## src/rtl/core/iat_pkg.sv

```systemverilog
// shared types, codes and constants of the interrupt action table
package iat_pkg;

  localparam int DATA_W          = 32;
  localparam int ACT_W           = 2;
  localparam int IDX_W           = 4;
  localparam int CNT_OUT_W       = 5;
  localparam int TABLE_DEPTH_DEF = 16;

  typedef enum logic [ACT_W-1:0] {
    ACT_APPEND = 2'd0,
    ACT_FIND   = 2'd1,
    ACT_REMOVE = 2'd2
  } iat_act_e;

  typedef enum logic [1:0] {
    ST_OK   = 2'd0,
    ST_FULL = 2'd1,
    ST_MISS = 2'd2
  } iat_status_e;

  typedef struct packed {
    logic [DATA_W-1:0] handler;
    logic [DATA_W-1:0] policy;
    logic [DATA_W-1:0] mask;
    logic [DATA_W-1:0] device;
  } iat_entry_t;

  // controller to datapath
  typedef struct packed {
    logic        load;
    logic        append;
    logic        dec_cnt;
    logic        ptr_zero;
    logic        ptr_idx;
    logic        scan;
    logic        shift;
    logic        set_res;
    iat_status_e res_code;
    logic        res_hit;
    logic        out_load;
  } iat_cmd_t;

  // datapath to controller
  typedef struct packed {
    logic [ACT_W-1:0] act;
    logic             full;
    logic             empty;
    logic             idx_oob;
    logic             idx_last;
    logic             chk_vld;
    logic             match;
    logic             chk_last;
    logic             out_free;
  } iat_stat_t;

endpackage

```

## src/rtl/core/irq_action_table_top.sv

```systemverilog
// top level of the interrupt action table: controller plus datapath
//
// The input channel (in_valid_i / in_ready_o) takes one command item: append
// an entry, find the first entry matching device and handler id (either
// comparison may be a wildcard), or remove the entry at a position. The
// output channel (out_valid_o / out_ready_i) returns exactly one result item
// per command: a status code, the matching entry on a find hit, and the
// number of entries held afterwards.
// Append, rejected commands and removal of the last entry go straight from
// decode to the result register. A find scans from position 0 up to the hit
// (or the last entry on a miss), reading one entry per cycle through the
// registered memory port. A remove at index i moves every entry behind i one
// place toward the head, one entry per cycle. One command is in work at a
// time and the next is taken the cycle after the result is loaded.
// A result waits in the output register while the receiver stalls; the
// next command is still accepted and worked, its result held until that register frees up.
// Reset empties the table (entry count zero); stored entries are not
// cleared, and only positions below the count are ever read.
module irq_action_table_top #(
  parameter int TABLE_DEPTH = iat_pkg::TABLE_DEPTH_DEF
) (
  input  logic                          clk_i,
  input  logic                          rst_ni,
  input  logic                          in_valid_i,
  output logic                          in_ready_o,
  input  logic [iat_pkg::ACT_W-1:0]     action_i,
  input  logic [iat_pkg::DATA_W-1:0]    handler_id_i,
  input  logic [iat_pkg::DATA_W-1:0]    policy_bits_i,
  input  logic [iat_pkg::DATA_W-1:0]    mask_bits_i,
  input  logic [iat_pkg::DATA_W-1:0]    device_id_i,
  input  logic                          any_device_i,
  input  logic                          any_handler_i,
  input  logic [iat_pkg::IDX_W-1:0]     entry_index_i,
  output logic                          out_valid_o,
  input  logic                          out_ready_i,
  output logic [1:0]                    status_o,
  output logic [iat_pkg::IDX_W-1:0]     found_index_o,
  output logic [iat_pkg::DATA_W-1:0]    out_handler_o,
  output logic [iat_pkg::DATA_W-1:0]    out_policy_o,
  output logic [iat_pkg::DATA_W-1:0]    out_mask_o,
  output logic [iat_pkg::DATA_W-1:0]    out_device_o,
  output logic [iat_pkg::CNT_OUT_W-1:0] entry_count_o
);
  import iat_pkg::*;

  iat_cmd_t  cmd;
  iat_stat_t stat;

  iat_ctrl u_ctrl (
    .clk_i      (clk_i),
    .rst_ni     (rst_ni),
    .in_valid_i (in_valid_i),
    .in_ready_o (in_ready_o),
    .stat_i     (stat),
    .cmd_o      (cmd)
  );

  iat_datapath #(
    .TABLE_DEPTH (TABLE_DEPTH)
  ) u_datapath (
    .clk_i         (clk_i),
    .rst_ni        (rst_ni),
    .cmd_i         (cmd),
    .stat_o        (stat),
    .action_i      (action_i),
    .handler_id_i  (handler_id_i),
    .policy_bits_i (policy_bits_i),
    .mask_bits_i   (mask_bits_i),
    .device_id_i   (device_id_i),
    .any_device_i  (any_device_i),
    .any_handler_i (any_handler_i),
    .entry_index_i (entry_index_i),
    .out_valid_o   (out_valid_o),
    .out_ready_i   (out_ready_i),
    .status_o      (status_o),
    .found_index_o (found_index_o),
    .out_handler_o (out_handler_o),
    .out_policy_o  (out_policy_o),
    .out_mask_o    (out_mask_o),
    .out_device_o  (out_device_o),
    .entry_count_o (entry_count_o)
  );

endmodule

```

## src/rtl/core/iat_ctrl.sv

```systemverilog
// sequencing state machine of the interrupt action table
module iat_ctrl (
  input  logic              clk_i,
  input  logic              rst_ni,
  input  logic              in_valid_i,
  output logic              in_ready_o,
  input  iat_pkg::iat_stat_t stat_i,
  output iat_pkg::iat_cmd_t  cmd_o
);
  import iat_pkg::*;

  typedef enum logic [4:0] {
    S_IDLE   = 5'b00001,
    S_DECODE = 5'b00010,
    S_FIND   = 5'b00100,
    S_SHIFT  = 5'b01000,
    S_RESULT = 5'b10000
  } state_e;

  state_e state_q, state_d;

  assign in_ready_o = (state_q == S_IDLE);

  always_comb begin
    state_d = state_q;
    cmd_o   = '0;
    cmd_o.res_code = ST_OK;
    case (state_q)
      S_IDLE: begin
        if (in_valid_i) begin
          cmd_o.load = 1'b1;
          state_d    = S_DECODE;
        end
      end
      S_DECODE: begin
        case (stat_i.act)
          ACT_APPEND: begin
            cmd_o.set_res = 1'b1;
            state_d       = S_RESULT;
            if (stat_i.full) begin
              cmd_o.res_code = ST_FULL;
            end else begin
              cmd_o.append = 1'b1;
            end
          end
          ACT_FIND: begin
            if (stat_i.empty) begin
              cmd_o.set_res  = 1'b1;
              cmd_o.res_code = ST_MISS;
              state_d        = S_RESULT;
            end else begin
              cmd_o.ptr_zero = 1'b1;
              state_d        = S_FIND;
            end
          end
          ACT_REMOVE: begin
            if (stat_i.idx_oob) begin
              cmd_o.set_res  = 1'b1;
              cmd_o.res_code = ST_MISS;
              state_d        = S_RESULT;
            end else if (stat_i.idx_last) begin
              // last entry goes, nothing to move
              cmd_o.dec_cnt = 1'b1;
              cmd_o.set_res = 1'b1;
              state_d       = S_RESULT;
            end else begin
              cmd_o.ptr_idx = 1'b1;
              state_d       = S_SHIFT;
            end
          end
          default: begin
            cmd_o.set_res  = 1'b1;
            cmd_o.res_code = ST_MISS;
            state_d        = S_RESULT;
          end
        endcase
      end
      S_FIND: begin
        cmd_o.scan = 1'b1;
        if (stat_i.chk_vld && stat_i.match) begin
          cmd_o.set_res = 1'b1;
          cmd_o.res_hit = 1'b1;
          state_d       = S_RESULT;
        end else if (stat_i.chk_vld && stat_i.chk_last) begin
          cmd_o.set_res  = 1'b1;
          cmd_o.res_code = ST_MISS;
          state_d        = S_RESULT;
        end
      end
      S_SHIFT: begin
        cmd_o.scan  = 1'b1;
        cmd_o.shift = 1'b1;
        if (stat_i.chk_vld && stat_i.chk_last) begin
          cmd_o.dec_cnt = 1'b1;
          cmd_o.set_res = 1'b1;
          state_d       = S_RESULT;
        end
      end
      S_RESULT: begin
        if (stat_i.out_free) begin
          cmd_o.out_load = 1'b1;
          state_d        = S_IDLE;
        end
      end
      default: begin
        state_d = S_IDLE;
      end
    endcase
  end

  always_ff @(posedge clk_i or negedge rst_ni) begin
    if (!rst_ni) begin
      state_q <= S_IDLE;
    end else begin
      state_q <= state_d;
    end
  end

endmodule

```

## src/rtl/core/iat_datapath.sv

```systemverilog
// entry memory, count, scan pointer and result registers of the action table
module iat_datapath #(
  parameter int TABLE_DEPTH = iat_pkg::TABLE_DEPTH_DEF
) (
  input  logic                             clk_i,
  input  logic                             rst_ni,
  input  iat_pkg::iat_cmd_t                cmd_i,
  output iat_pkg::iat_stat_t               stat_o,
  input  logic [iat_pkg::ACT_W-1:0]        action_i,
  input  logic [iat_pkg::DATA_W-1:0]       handler_id_i,
  input  logic [iat_pkg::DATA_W-1:0]       policy_bits_i,
  input  logic [iat_pkg::DATA_W-1:0]       mask_bits_i,
  input  logic [iat_pkg::DATA_W-1:0]       device_id_i,
  input  logic                             any_device_i,
  input  logic                             any_handler_i,
  input  logic [iat_pkg::IDX_W-1:0]        entry_index_i,
  output logic                             out_valid_o,
  input  logic                             out_ready_i,
  output logic [1:0]                       status_o,
  output logic [iat_pkg::IDX_W-1:0]        found_index_o,
  output logic [iat_pkg::DATA_W-1:0]       out_handler_o,
  output logic [iat_pkg::DATA_W-1:0]       out_policy_o,
  output logic [iat_pkg::DATA_W-1:0]       out_mask_o,
  output logic [iat_pkg::DATA_W-1:0]       out_device_o,
  output logic [iat_pkg::CNT_OUT_W-1:0]    entry_count_o
);
  import iat_pkg::*;

  localparam int AW = (TABLE_DEPTH > 1) ? $clog2(TABLE_DEPTH) : 1;
  localparam int CW = $clog2(TABLE_DEPTH + 1);
  localparam int IW = (CW > IDX_W) ? CW : IDX_W;
  localparam logic [CW-1:0] DepthC = CW'(TABLE_DEPTH);

  // latched item
  logic [ACT_W-1:0] act_q;
  iat_entry_t       new_q;
  logic             any_dev_q;
  logic             any_hnd_q;
  logic [IDX_W-1:0] idx_q;

  logic [CW-1:0] count_q, count_d;
  logic [CW-1:0] ptr_q, ptr_d;
  logic          chk_vld_q;
  logic [AW-1:0] chk_idx_q;

  iat_entry_t    mem_q [TABLE_DEPTH];
  iat_entry_t    rdata_q;

  iat_status_e   res_status_q;
  logic [AW-1:0] res_idx_q;
  iat_entry_t    res_entry_q;

  logic                 out_valid_q;
  logic [1:0]           out_status_q;
  logic [IDX_W-1:0]     out_idx_q;
  iat_entry_t           out_entry_q;
  logic [CNT_OUT_W-1:0] out_cnt_q;

  logic [IW-1:0] idx_ext;
  logic [IW-1:0] cnt_ext;
  logic          rd_en;
  logic [AW-1:0] rd_addr;
  logic          match;

  assign idx_ext = IW'(idx_q);
  assign cnt_ext = IW'(count_q);
  assign rd_en   = cmd_i.scan && (ptr_q < count_q);
  assign rd_addr = ptr_q[AW-1:0];
  assign match   = (any_dev_q || (rdata_q.device == new_q.device)) &&
                   (any_hnd_q || (rdata_q.handler == new_q.handler));

  always_comb begin
    stat_o          = '0;
    stat_o.act      = act_q;
    stat_o.full     = (count_q == DepthC);
    stat_o.empty    = (count_q == '0);
    stat_o.idx_oob  = (idx_ext >= cnt_ext);
    stat_o.idx_last = ((idx_ext + IW'(1)) == cnt_ext);
    stat_o.chk_vld  = chk_vld_q;
    stat_o.match    = match;
    stat_o.chk_last = ((CW'(chk_idx_q) + CW'(1)) == count_q);
    stat_o.out_free = !out_valid_q || out_ready_i;
  end

  always_comb begin
    count_d = count_q;
    if (cmd_i.append) begin
      count_d = count_q + CW'(1);
    end else if (cmd_i.dec_cnt) begin
      count_d = count_q - CW'(1);
    end
  end

  always_comb begin
    ptr_d = ptr_q;
    if (cmd_i.ptr_zero) begin
      ptr_d = '0;
    end else if (cmd_i.ptr_idx) begin
      ptr_d = CW'(idx_ext) + CW'(1);
    end else if (rd_en) begin
      ptr_d = ptr_q + CW'(1);
    end
  end

  always_ff @(posedge clk_i or negedge rst_ni) begin
    if (!rst_ni) begin
      count_q     <= '0;
      ptr_q       <= '0;
      chk_vld_q   <= 1'b0;
      out_valid_q <= 1'b0;
    end else begin
      count_q   <= count_d;
      ptr_q     <= ptr_d;
      chk_vld_q <= rd_en;
      if (cmd_i.out_load) begin
        out_valid_q <= 1'b1;
      end else if (out_ready_i) begin
        out_valid_q <= 1'b0;
      end
    end
  end

  // entry memory: one write, one registered read per cycle
  always_ff @(posedge clk_i) begin
    if (cmd_i.append) begin
      mem_q[count_q[AW-1:0]] <= new_q;
    end else if (cmd_i.shift && chk_vld_q) begin
      // move the entry just read one place toward the head
      mem_q[chk_idx_q - AW'(1)] <= rdata_q;
    end
    if (rd_en) begin
      rdata_q <= mem_q[rd_addr];
    end
  end

  always_ff @(posedge clk_i) begin
    if (cmd_i.load) begin
      act_q          <= action_i;
      new_q.handler  <= handler_id_i;
      new_q.policy   <= policy_bits_i;
      new_q.mask     <= mask_bits_i;
      new_q.device   <= device_id_i;
      any_dev_q      <= any_device_i;
      any_hnd_q      <= any_handler_i;
      idx_q          <= entry_index_i;
    end
    if (rd_en) begin
      chk_idx_q <= rd_addr;
    end
    if (cmd_i.set_res) begin
      res_status_q <= cmd_i.res_code;
      if (cmd_i.res_hit) begin
        res_idx_q   <= chk_idx_q;
        res_entry_q <= rdata_q;
      end else begin
        res_idx_q   <= '0;
        res_entry_q <= '0;
      end
    end
    if (cmd_i.out_load) begin
      out_status_q <= res_status_q;
      out_idx_q    <= IDX_W'(res_idx_q);
      out_entry_q  <= res_entry_q;
      out_cnt_q    <= CNT_OUT_W'(count_q);
    end
  end

  assign out_valid_o   = out_valid_q;
  assign status_o      = out_status_q;
  assign found_index_o = out_idx_q;
  assign out_handler_o = out_entry_q.handler;
  assign out_policy_o  = out_entry_q.policy;
  assign out_mask_o    = out_entry_q.mask;
  assign out_device_o  = out_entry_q.device;
  assign entry_count_o = out_cnt_q;

endmodule

```

## config.mk

```make
export PLATFORM = sky130hd
export DESIGN_NAME = irq_action_table_top
export DESIGN_NICKNAME = d
export VERILOG_FILES = /design/src/rtl/core/iat_pkg.sv /design/src/rtl/core/irq_action_table_top.sv /design/src/rtl/core/iat_ctrl.sv /design/src/rtl/core/iat_datapath.sv
export SDC_FILE = /design/constraint.sdc
export NUM_CORES = 2
export LEC_CHECK = 0
export BUFFER_PORTS_ARGS = -buffer_cell sky130_fd_sc_hd__buf_2
export CORE_UTILIZATION = 35
export DETAILED_ROUTE_END_ITERATION = 6
export GPL_TIMING_DRIVEN = 0
export PLACE_DENSITY = 0.55
export SLEW_MARGIN = 20
export SYNTH_ARGS = -nofsm -noshare
export SYNTH_HDL_FRONTEND = slang
export SYNTH_SLANG_ARGS = --single-unit
```

## constraint.sdc

```tcl
create_clock -name clk_i -period 11.3 [get_ports clk_i]
set_clock_uncertainty 0.05 [all_clocks]
set_input_delay 2.26 -clock clk_i [delete_from_list [all_inputs] [get_ports clk_i]]
set_output_delay 2.26 -clock clk_i [all_outputs]
set_load 0.02 [all_outputs]
```

==> results.cfg <==
[logic_synthesis]
synth_compound_area_frac = 0.0438
synth_area_sq_mm = 0.0992
synthSimpleGateAreaFrac = 0.0342
synthAdderAreaFrac = 0.00260
synth_top_family_by_area = multiplexers
syn-instance-count = 5211
synthFlopType = edfxtp_1
synth_seq_area_share = 0.788
ys_types = 63
synth.mux.area_fraction = 0.112
syn_avg_cell_area_sq_um = 19.0
synth_warnings = 0
synth-seq-cells = 2606
synth_edf_count = 2589
synth_nets = 5371
synth_xor_area_frac = 0.00773
async_flop_share = 0.00652

[hold_path]
hold_path_class = flip-flop to flip-flop

[floorplan]
io_pins = 281
die_area_sq_mm = 0.286
die_w_um = 534
die_h_um = 534
core-area_sq_mm = 0.282
std_cell_rows = 195
start_util = 0.352

[power]
peakVddDrop_mv = 0.111
power_density_mw_per_mm2 = 224
leakagePower_nw = 38.4

[critical_path]
arrival_ns = 6.03
crit_fanout = 10
cp.required_ns = 11.87
end_kind = flip-flop
worstSetupPathType = flip-flop to flip-flop
startpoint_type = flip-flop
reg2reg_slack_ns = 5.83

[final_layout]
final_area_sq_mm = 0.117
synthToLayoutAreaGrowth_pct = 18.3
nets = 6087
drive_gt1_frac = 0.214
final_common_cell = edfxtp_1
layout_common_cells = edfxtp_1, nand2_1, mux2i_1
final_cells = 9862
fillCellCount = 25100

[sta]
post-route-period-util = 0.484
slew_violations = 0
setup_violations = 0
maxClockFrequency_ghz = 0.183
period_needed_ns = 5.47
tns_ns = 0
slew_headroom = 0.226
worst_pin_slew_ns = 1.16
final-hold-violation-count = 0
rsz0062_at_grt = no
fin_ws_ns = 5.83

[placement]
post_dp_cell_area_sq_mm = 0.109
place_congestion = 0.781
place_inst = 9395
port_buffers = 280
dp_hpwl_um = 184000
dp_slack_ns = 6.03

[route]
routedWlPerCell_um = 27.4
drc_errors = 0
first_pass_iters = 6
routed_wl_um = 270000
vias_per_cell = 5.25
drt-initial-drc-count = 5535
ant_nets = 0
vias = 51700

[clock_network]
htree_levels = 5
postCtsHoldBufs = 0
clock_latency_ns = 0.85
cts.clk_slew.worst_paths_ns = 0.06
cts.sinks = 2606
cts_tree = built
cts_resized = 0
clock_path_buffers = 4
cts_buffers = 273
post_cts_buffers = 0
cts_root_buf = clkbuf_16

[global_route]
grt_pass1_vias = 51500
gr-usage-all-layers = 0.186
grt_overflow = 0
grt_pass1_wl_um = 380000
antenna_found_initial = 22
grt_max_degree = 49

[status]
status = finished, final reports clean

[flow_run]
drv_cap = 0
-- stage by stage --
| stage | power [mW] | hold slack (ns) | util |
|---|---|---|---|
| after CTS | 26.5 | 0.343 | 0.416 |
| final | 26.3 | 0.353 | 0.416 |
| after detailed placement | 18.0 | 0.355 | 0.387 |
| after floorplan | 15.6 | 0.350 | - |
| after global placement | 17.9 | 0.353 | 0.373 |
| after global routing | 27.3 | 0.350 | 0.416 |
-- Yosys cell counts, drive strengths merged, types with 3 or more instances --
library cell	count	share of area
and3	5	0.00032
nand2	524	0.020
mux2i	388	0.039
and2	137	0.0086
a221oi	129	0.012
a22oi	127	0.0096
nor4	8	0.00050
xor2	26	0.0023
buf	117	0.0056
nor2b	6	0.00038
a211oi	3	0.00033
a21oi	139	0.0070
nor2	33	0.0013
ha	19	0.0024
xnor2	59	0.0052
nor3	8	0.00040
nand3	11	0.00066
o21ai	263	0.013
nand4	14	0.00088
edfxtp	2589	0.78
a21o	3	0.00023
inv	15	0.00057
a31oi	5	0.00047
dfrtp	16	0.0040
or4	3	0.00023
nand2b	5	0.00032
mux4	257	0.058
clkbuf	147	0.0056
mux2	128	0.015
-- cell type report --
| type | count | area, sq um | area share |
|---|---|---|---|
| flip-flops and latches | 2606 | 78200 | 0.666 |
| multi-input cells | 2326 | 20000 | 0.171 |
| inverters | 15 | 56.3 | 0.000480 |
| clock buffers | 340 | 7270 | 0.0620 |
| diodes | 8 | 20.0 | 0.000171 |
| clock inverters | 119 | 1000 | 0.00854 |
| plain buffers | 264 | 1130 | 0.00961 |
| repair buffers | 441 | 4980 | 0.0424 |
| well taps | 3743 | 4680 | 0.0399 |
-- path summary, 6_finish.rpt --
check | start | end | depth (start not counted)
setup / recovery | u_datapath.new_q[125] | u_datapath.res_entry_q[67] | 9
hold / removal | u_datapath.res_entry_q[45] | u_datapath.out_mask_o[13] | 0
setup reg to reg | u_datapath.new_q[125] | u_datapath.res_entry_q[67] | 9
hold reg to reg | u_datapath.res_entry_q[45] | u_datapath.out_mask_o[13] | 0
max in group asynchronous | rst_ni | u_ctrl.state_q[0] | 1
min in group asynchronous | rst_ni | u_datapath.cnt_ext[2] | 1
-- registers in the layout (all words and copies together) (netlist names), 2 cells and up --
name	cells
u_datapath.found_index_o	4
u_datapath.chk_idx_q	4
u_ctrl.state_q	5
u_datapath.res_status_q	2
u_datapath.idx_q	4
u_datapath.new_q	128
u_datapath.cnt_ext	5
u_datapath.out_policy_o	32
u_datapath.status_o	2
u_datapath.act_q	2
u_datapath.res_idx_q	4
u_datapath.out_device_o	32
u_datapath.res_entry_q	128
u_datapath.entry_count_o	5
u_datapath.out_handler_o	32
u_datapath.out_mask_o	32
u_datapath.rdata_q	128
u_datapath.mem_q	2048
u_datapath.ptr_q	5
-- per-layer routing --
metal / routed length [um] / vias to the layer above / GRT usage
li1: - / 22300 / -
met1: 122000 / 27100 / 0.275
met4: 6330 / 4 / 0.0459
met5: 21 / - / 0
met2: 120000 / 1969 / 0.279
met3: 21400 / 334 / 0.0388
-- kinds of logic after synthesis --
kind of cell             after synthesis
multiplexers                         773
adder cells (fa/ha/maj)               20
AO/OA/AOI/OAI                        684
buffers and inverters                279
AND/OR/NAND/NOR                      763
flip-flops                          2606
XOR/XNOR                              86
-- worst max-delay path, cell delays in order (launching register included) --
cell	delay [ns]
edfxtp_1	0.45
xnor2_1	0.73
nand4_1	0.32
nor4_1	0.82
a41o_1	0.44
and4bb_1	0.22
buf_2	0.45
buf_2	0.69
buf_2	0.60
and2_1	0.40
-- power breakdown --
group	internal [mW]	switching, mW	leakage [nW]
Clock	4.92	3.63	4.05
Sequential	11.4	0.170	23.7
Combinational	2.12	4.03	10.7
Power figures use the tool's default switching activity.
